$ cat src/hdl/tdq_pkg.sv
`default_nettype none

package tdq_pkg;

    // result kinds
    localparam logic [1:0] KIND_EXPIRED  = 2'd0;
    localparam logic [1:0] KIND_TICK     = 2'd1;
    localparam logic [1:0] KIND_ADDED    = 2'd2;
    localparam logic [1:0] KIND_REJECTED = 2'd3;

    // input commands
    localparam logic CMD_TICK = 1'b0;
    localparam logic CMD_ADD  = 1'b1;

    // configuration register indexes
    localparam logic CFG_TASK_MARKER = 1'b0;
    localparam logic CFG_TASK_PERIOD = 1'b1;

    localparam logic [31:0] TASK_MARKER_RST = 32'h7fff_ffff;
    localparam logic [15:0] TASK_PERIOD_RST = 16'd2;

    typedef struct packed {
        logic               command;
        logic        [63:0] timer_deadline;
        logic signed [31:0] timer_value;
    } t_in;

    typedef struct packed {
        logic        [1:0]  result_kind;
        logic        [63:0] expired_deadline;
        logic signed [31:0] expired_value;
        logic               task_switch;
        logic               last_result;
    } t_out;

    // one pending timer as held in a cell
    typedef struct packed {
        logic               valid;
        logic        [63:0] deadline;
        logic signed [31:0] value;
    } t_entry;

    typedef enum logic [1:0] {
        OP_HOLD,
        OP_SHIFT,
        OP_INSERT
    } t_cell_op;

    // command broadcast to every cell of the row
    typedef struct packed {
        t_cell_op op;
        t_entry   ins;
    } t_cell_ctl;

endpackage

`default_nettype wire

$ cat src/hdl/tdq_cell.sv
`default_nettype none

module tdq_cell (
    input  wire logic               i_clk,
    input  wire logic               i_rst_n,
    input  wire tdq_pkg::t_cell_ctl i_ctl,
    input  wire tdq_pkg::t_entry    i_left,
    input  wire logic               i_left_gt,
    input  wire tdq_pkg::t_entry    i_right,
    output tdq_pkg::t_entry         o_entry,
    output logic                    o_gt
);

    tdq_pkg::t_entry r_entry;
    tdq_pkg::t_entry n_entry;

    // an empty cell sorts after every deadline
    assign o_gt    = !r_entry.valid || (r_entry.deadline > i_ctl.ins.deadline);
    assign o_entry = r_entry;

    // pick next content: shift toward the head, or make room for an insert
    always_comb begin
        n_entry = r_entry;
        case (i_ctl.op)
            tdq_pkg::OP_SHIFT: begin
                n_entry = i_right;
            end
            tdq_pkg::OP_INSERT: begin
                if (i_left_gt) begin
                    n_entry = i_left;
                end else if (o_gt) begin
                    n_entry = i_ctl.ins;
                end
            end
            default: begin
                n_entry = r_entry;
            end
        endcase
    end

    // clear the valid flag on reset; data needs no reset
    always_ff @(posedge i_clk) begin
        if (!i_rst_n) begin
            r_entry.valid <= 1'b0;
        end else begin
            r_entry.valid <= n_entry.valid;
        end
        r_entry.deadline <= n_entry.deadline;
        r_entry.value    <= n_entry.value;
    end

endmodule

`default_nettype wire

$ cat config.mk
export PLATFORM = sky130hd
export DESIGN_NAME = tdq_cell
export DESIGN_NICKNAME = d
export VERILOG_FILES = /design/src/hdl/tdq_pkg.sv /design/src/hdl/tdq_cell.sv
export SDC_FILE = /design/constraint.sdc
export NUM_CORES = 1
export LEC_CHECK = 0
export BUFFER_PORTS_ARGS = -buffer_cell sky130_fd_sc_hd__buf_2
export CORE_AREA = 8 8 149 151
export DETAILED_ROUTE_END_ITERATION = 8
export DIE_AREA = 0 0 157 159
export PLACE_DENSITY_LB_ADDON = 0.12
export SLEW_MARGIN = 20
export SYNTH_ARGS = -nofsm -noshare
export SYNTH_HDL_FRONTEND = slang
export SYNTH_SLANG_ARGS = --single-unit
$ cat constraint.sdc
create_clock -name i_clk -period 14.6 [get_ports i_clk]
set_clock_uncertainty 0.1 [all_clocks]
set_input_delay 2.92 -clock i_clk [delete_from_list [all_inputs] [get_ports i_clk]]
set_output_delay 2.92 -clock i_clk [all_outputs]
set_load 0.02 [all_outputs]
# After elaboration in Yosys (flattened, before gate mapping)
# Cells that the tools add are included.
# word_totals
mem_bits_rw,0
romBits,0
word_cells,14
output_inout_bits,98
latch_bits,0
ff_bits,97
input_bits,296
mem_count,0
# op_classes
mul,0
bitwise_logic,0
n_reduce_logical,4
eq_ne,3
shift,0
div_mod_pow,0
n_lt_le_gt_ge,1
add_sub_neg,0
n_mux,3
# ops
op,count
97-bit two-way mux,2
97-bit one-hot mux with 2 select lines,1
64-bit > comparator,1
"3-bit != test, second input constant",1
"2-bit by 1-bit == test with 1-bit output, second input constant",1
"2-bit == test, second input constant",1
2-bit AND reduction,1
2-bit nonzero test,1
1-bit logical NOT,1
1-bit logical OR,1

# Depth between registers and ports, before layout
# depth
word_depth,5
depth_mapped,10
depth_no_buf,10

# Least setup slack after synthesis
# OpenSTA, ideal clock, no wires.
# synth_path
path_type,input-to-output
start,in i_ctl[74] (netlist bit)
end,out o_gt
t_required_ns,11.580
stages,8
t_arrival_ns,4.718
path_slack_ns,6.862
n_path_buf,0
cell_sequence,inv_1 -> ha_1 -> nand4_2 -> nor4_2 -> nand4_1 -> or4_1 -> o221ai_1 -> o21a_2
# synth_via
elab_chain_len,2
# synth_rtl
element,line_no,text
start: declaration,tdq_cell.sv:6,"input wire tdq_pkg::t_cell_ctl i_ctl,"
64-bit > comparator,tdq_cell.sv:18,assign o_gt = !r_entry.valid || (r_entry.deadline > i_ctl.ins.deadline);
1-bit logical OR,tdq_cell.sv:18,
end: declaration,tdq_cell.sv:11,output logic o_gt
# Every way passes these cells.

# Worst setup path in the final report
# layout_path
start,in i_ctl[62] (netlist bit)
end,out o_gt
# Same word-level chain as after synthesis.

==> impl_summary.txt <==
----------------------------------------------------
[Status]
  Outcome ... finished, final reports clean

[Finish]
  Area growth from synthesis to final layout ... 38.4%
  Final-layout fill cell count ... 1989
  Fraction of layout cells with a size suffix above 1 ... 40.2%
  Commonest cells after routing, fill and taps aside ... buf_2, nand2_1, o21ai_0
  Final instance area ... 9050 sq um
  Largest register FFs ... 97
  Fin nets ... 1396
  Fin cells ... 1312
  Leading cell type in the layout, fill and taps excluded ... buf_2

[Clock network]
  Maximum number of buffers from clock root to sink ... 2
  TritonCTS buffer count ... 9
  Post-CTS setup-driven buffer insertion count ... 0
  Clock Sink Count ... 97
  Root buf cell ... clkbuf_16
  Clock transition at the registers of the reported paths ... 0.07 ns
  H-tree lvl count ... 3
  Number of buffers inserted by hold repair at cts ... 0
  Number of resized instances in the post-cts repair step ... 0
  TritonCTS clock tree ... done
  Clk Latency, worst-skew pair ... 0.35 ns

[Critical path]
  Cell with the largest stage delay on the worst path ... nor4_1
  Capture point of the worst path ... o_gt
  CP startpoint kind ... input pin
  Source of the worst register-to-register timing path ... o_entry[62]
  Flop2flop setup slack ... 10.03 ns
  Critical path peak fanout ... 3
  R2R Path End ... o_entry[76]
  Critical path class ... input pin to output pin
  Worst setup EP type ... output pin
  Data arrival, critical path ... 5.31 ns
  CP Data Required Time ... 11.58 ns
  Cell count of the worst reg-to-reg path ... 9
  Cell Chain, Critical Path ... buf_2 > inv_1 > ha_1 > nand4_1 > nor4_1 > nand4_1 > or4_1 > o221ai_1 > o21a_2 > buf_2
  Crit path from ... i_ctl[62]
  Highest cell delay on the worst timing path ... 0.53 ns

[Routing]
  Drt wl/cell ... 18.0 microns
  Pre-antenna DRT Iters ... 4
  Routed Wire Length ... 23600 microns
  Number of nets with antenna violations after detailed routing ... 0
  DRC marker count from the first detailed-route iteration ... 261
  DRC violation count after routing ... 0
  Average via count per standard cell ... 4.58
  Via count ... 6010

[STA]
  Total Negative Setup Slacks ... 0 ns
  Number of endpoints failing setup at the final stage ... 0
  Pins over their slew limit ... 0
  Worst hold slack after final layout ... 0.592 ns
  Final Hold Vio Count ... 0
  Maximum clock frequency ... 120 MHz
  Min setup slack post-route ... 6.27 ns
  Slew at the pin closest to its max-slew limit ... 0.932 ns
  Final critical-path required period ... 8.33 ns
  Period utilization ... 57.0%
  Unrepaired setup endpoints after global routing ... false
  Relative slew margins ... 37.9%

[GRT]
  Number of global-route vias before repair ... 6318
  Number of antenna violations at the first check in global routing ... 3
  Grt peak-use layer ... met2
  Overall fraction of global-route tracks in use ... 18.5%
  First-pass GRT wire length ... 35000 microns
  Met1 capacity usage during global routing ... 19.7%
  Largest net degree at the start of global routing ... 112
  Met2 usage in global routing ... 33.6%
  Global route total overflow ... 0
  Met3 Usage GRT ... 6.54%

[Place]
  Post-placement setup slack ... 6.21 ns
  Final HPWL DP ... 19600 microns
  Last weighted congestion value of the routability-driven placer ... 0.838
  Placed cells ... 1295
  Area of placed instances ... 8760 sq um
  Quantity of I/O buffers inserted on ports ... 393

[Worst hold path]
  Worst min-delay path class ... register to register

[Power and ir drop]
  Worst vdd ir ... 0.0608 mV
  Leak pwr ... 4.72 nW
  PD cells ... 88.6 nW/um^2

[Logic synthesis]
  Net count after synthesis ... 1021
  Async SR Flop Fraction ... 0%
  Warnings, synthesis ... 0
  Share of synthesized area occupied by flip-flops and latches ... 44.4%
  Number of instances in the synthesized netlist ... 661
  Total of flip-flops plus latches after synthesis ... 97
  Post-Synthesis Mean Instance Area ... 9.89 sq um
  Most common flop cell mapped by yosys ... edfxtp_1
  Number of enable-type register cells in the synthesized netlist ... 96
  Count of cell types in the netlist ... 34
  Post-synthesis instance area ... 6540 sq um

[Floorplan]
  Number of rows in the core area ... 52
  Die area ... 25000 sq um
  Core area ... 19800 sq um
  Die extent in y ... 159 microns
  Initial Utilization ... 32.9%
  X dimension of the die ... 157 microns
  Top-level I/O count ... 394

[Job]
  Max-cap violations ... 0

----------------------------------------------------
==> cell families after synthesis <==
group / count (synthesis) / share of synthesized area, %
fa+ha+maj: 64 / 12.3
flops: 97 / 44.4
compound gates: 149 / 12.5
mux: 96 / 14.7
buf+inv: 100 / 5.78
simple gates: 155 / 10.4
==> area by class of cell <==
cell class / instances / area (sq um) / area share [%]
clock inverter: 5 / 56.3 / 0.622
multi-input combinational: 464 / 3260 / 36.1
inverter: 68 / 255 / 2.82
clock buffer: 10 / 229 / 2.53
sequential: 97 / 2900 / 32.1
antenna: 2 / 5.00 / 0.0553
tap: 270 / 338 / 3.73
timing repair buffer: 396 / 2000 / 22.1
==> layer usage <==
metal / wire [microns] / up-vias
met4: 339 / 2
met3: 2040 / 21
li1: - / 3123
met2: 12200 / 227
met5: 10 / -
met1: 8940 / 2637
==> where the power goes <==
part / switching, mW / internal [mW]
sequential: 0.0110 / 0.339
clock: 0.107 / 0.132
combinational: 0.125 / 0.0868
==> worst min-delay path by stage <==
stage                 from     endpoint  depth (start not counted)
2_1_floorplan  o_entry[96]  o_entry[96]                          2
3_3_place_gp   o_entry[96]  o_entry[96]                          2
3_5_place_dp   o_entry[96]  o_entry[96]                          2
4_1_cts        o_entry[96]  o_entry[96]                          2
5_1_grt        o_entry[96]  o_entry[96]                          2
6_report       o_entry[96]  o_entry[96]                          2
==> through the flow <==
step	total power [mW]	utilization, %
after floorplan	0.476	-
after global routing	0.850	45.6
after CTS	0.815	45.6
after global placement	0.571	44.1
final	0.801	45.6
after detailed placement	0.572	44.1
==> synth_stat cells, types with 3 or more instances <==
master,number,area (sq um)
nand3_1,8,40.0
buf_1,5,18.8
a21oi_1,26,130
inv_1,68,255
a221oi_1,3,26.3
edfxtp_1,96,2880
nand2_1,118,443
ha_1,64,801
a211oi_1,4,30.0
mux2i_1,96,961
nand4_1,7,43.8
clkbuf_1,25,93.8
o21ai_0,103,515
nor2_1,6,22.5
nand2b_1,4,25.0
a21o_1,4,30.0
==> worst max-delay path: cells and delay by family <==
family	cells	cell delay, ns
buffers and inverters	3	0.31
adder cells (fa/ha/maj)	1	0.30
AO/OA/AOI/OAI	2	0.40
AND/OR/NAND/NOR	4	1.37
No activity file was read; power rests on OpenSTA's default activity.
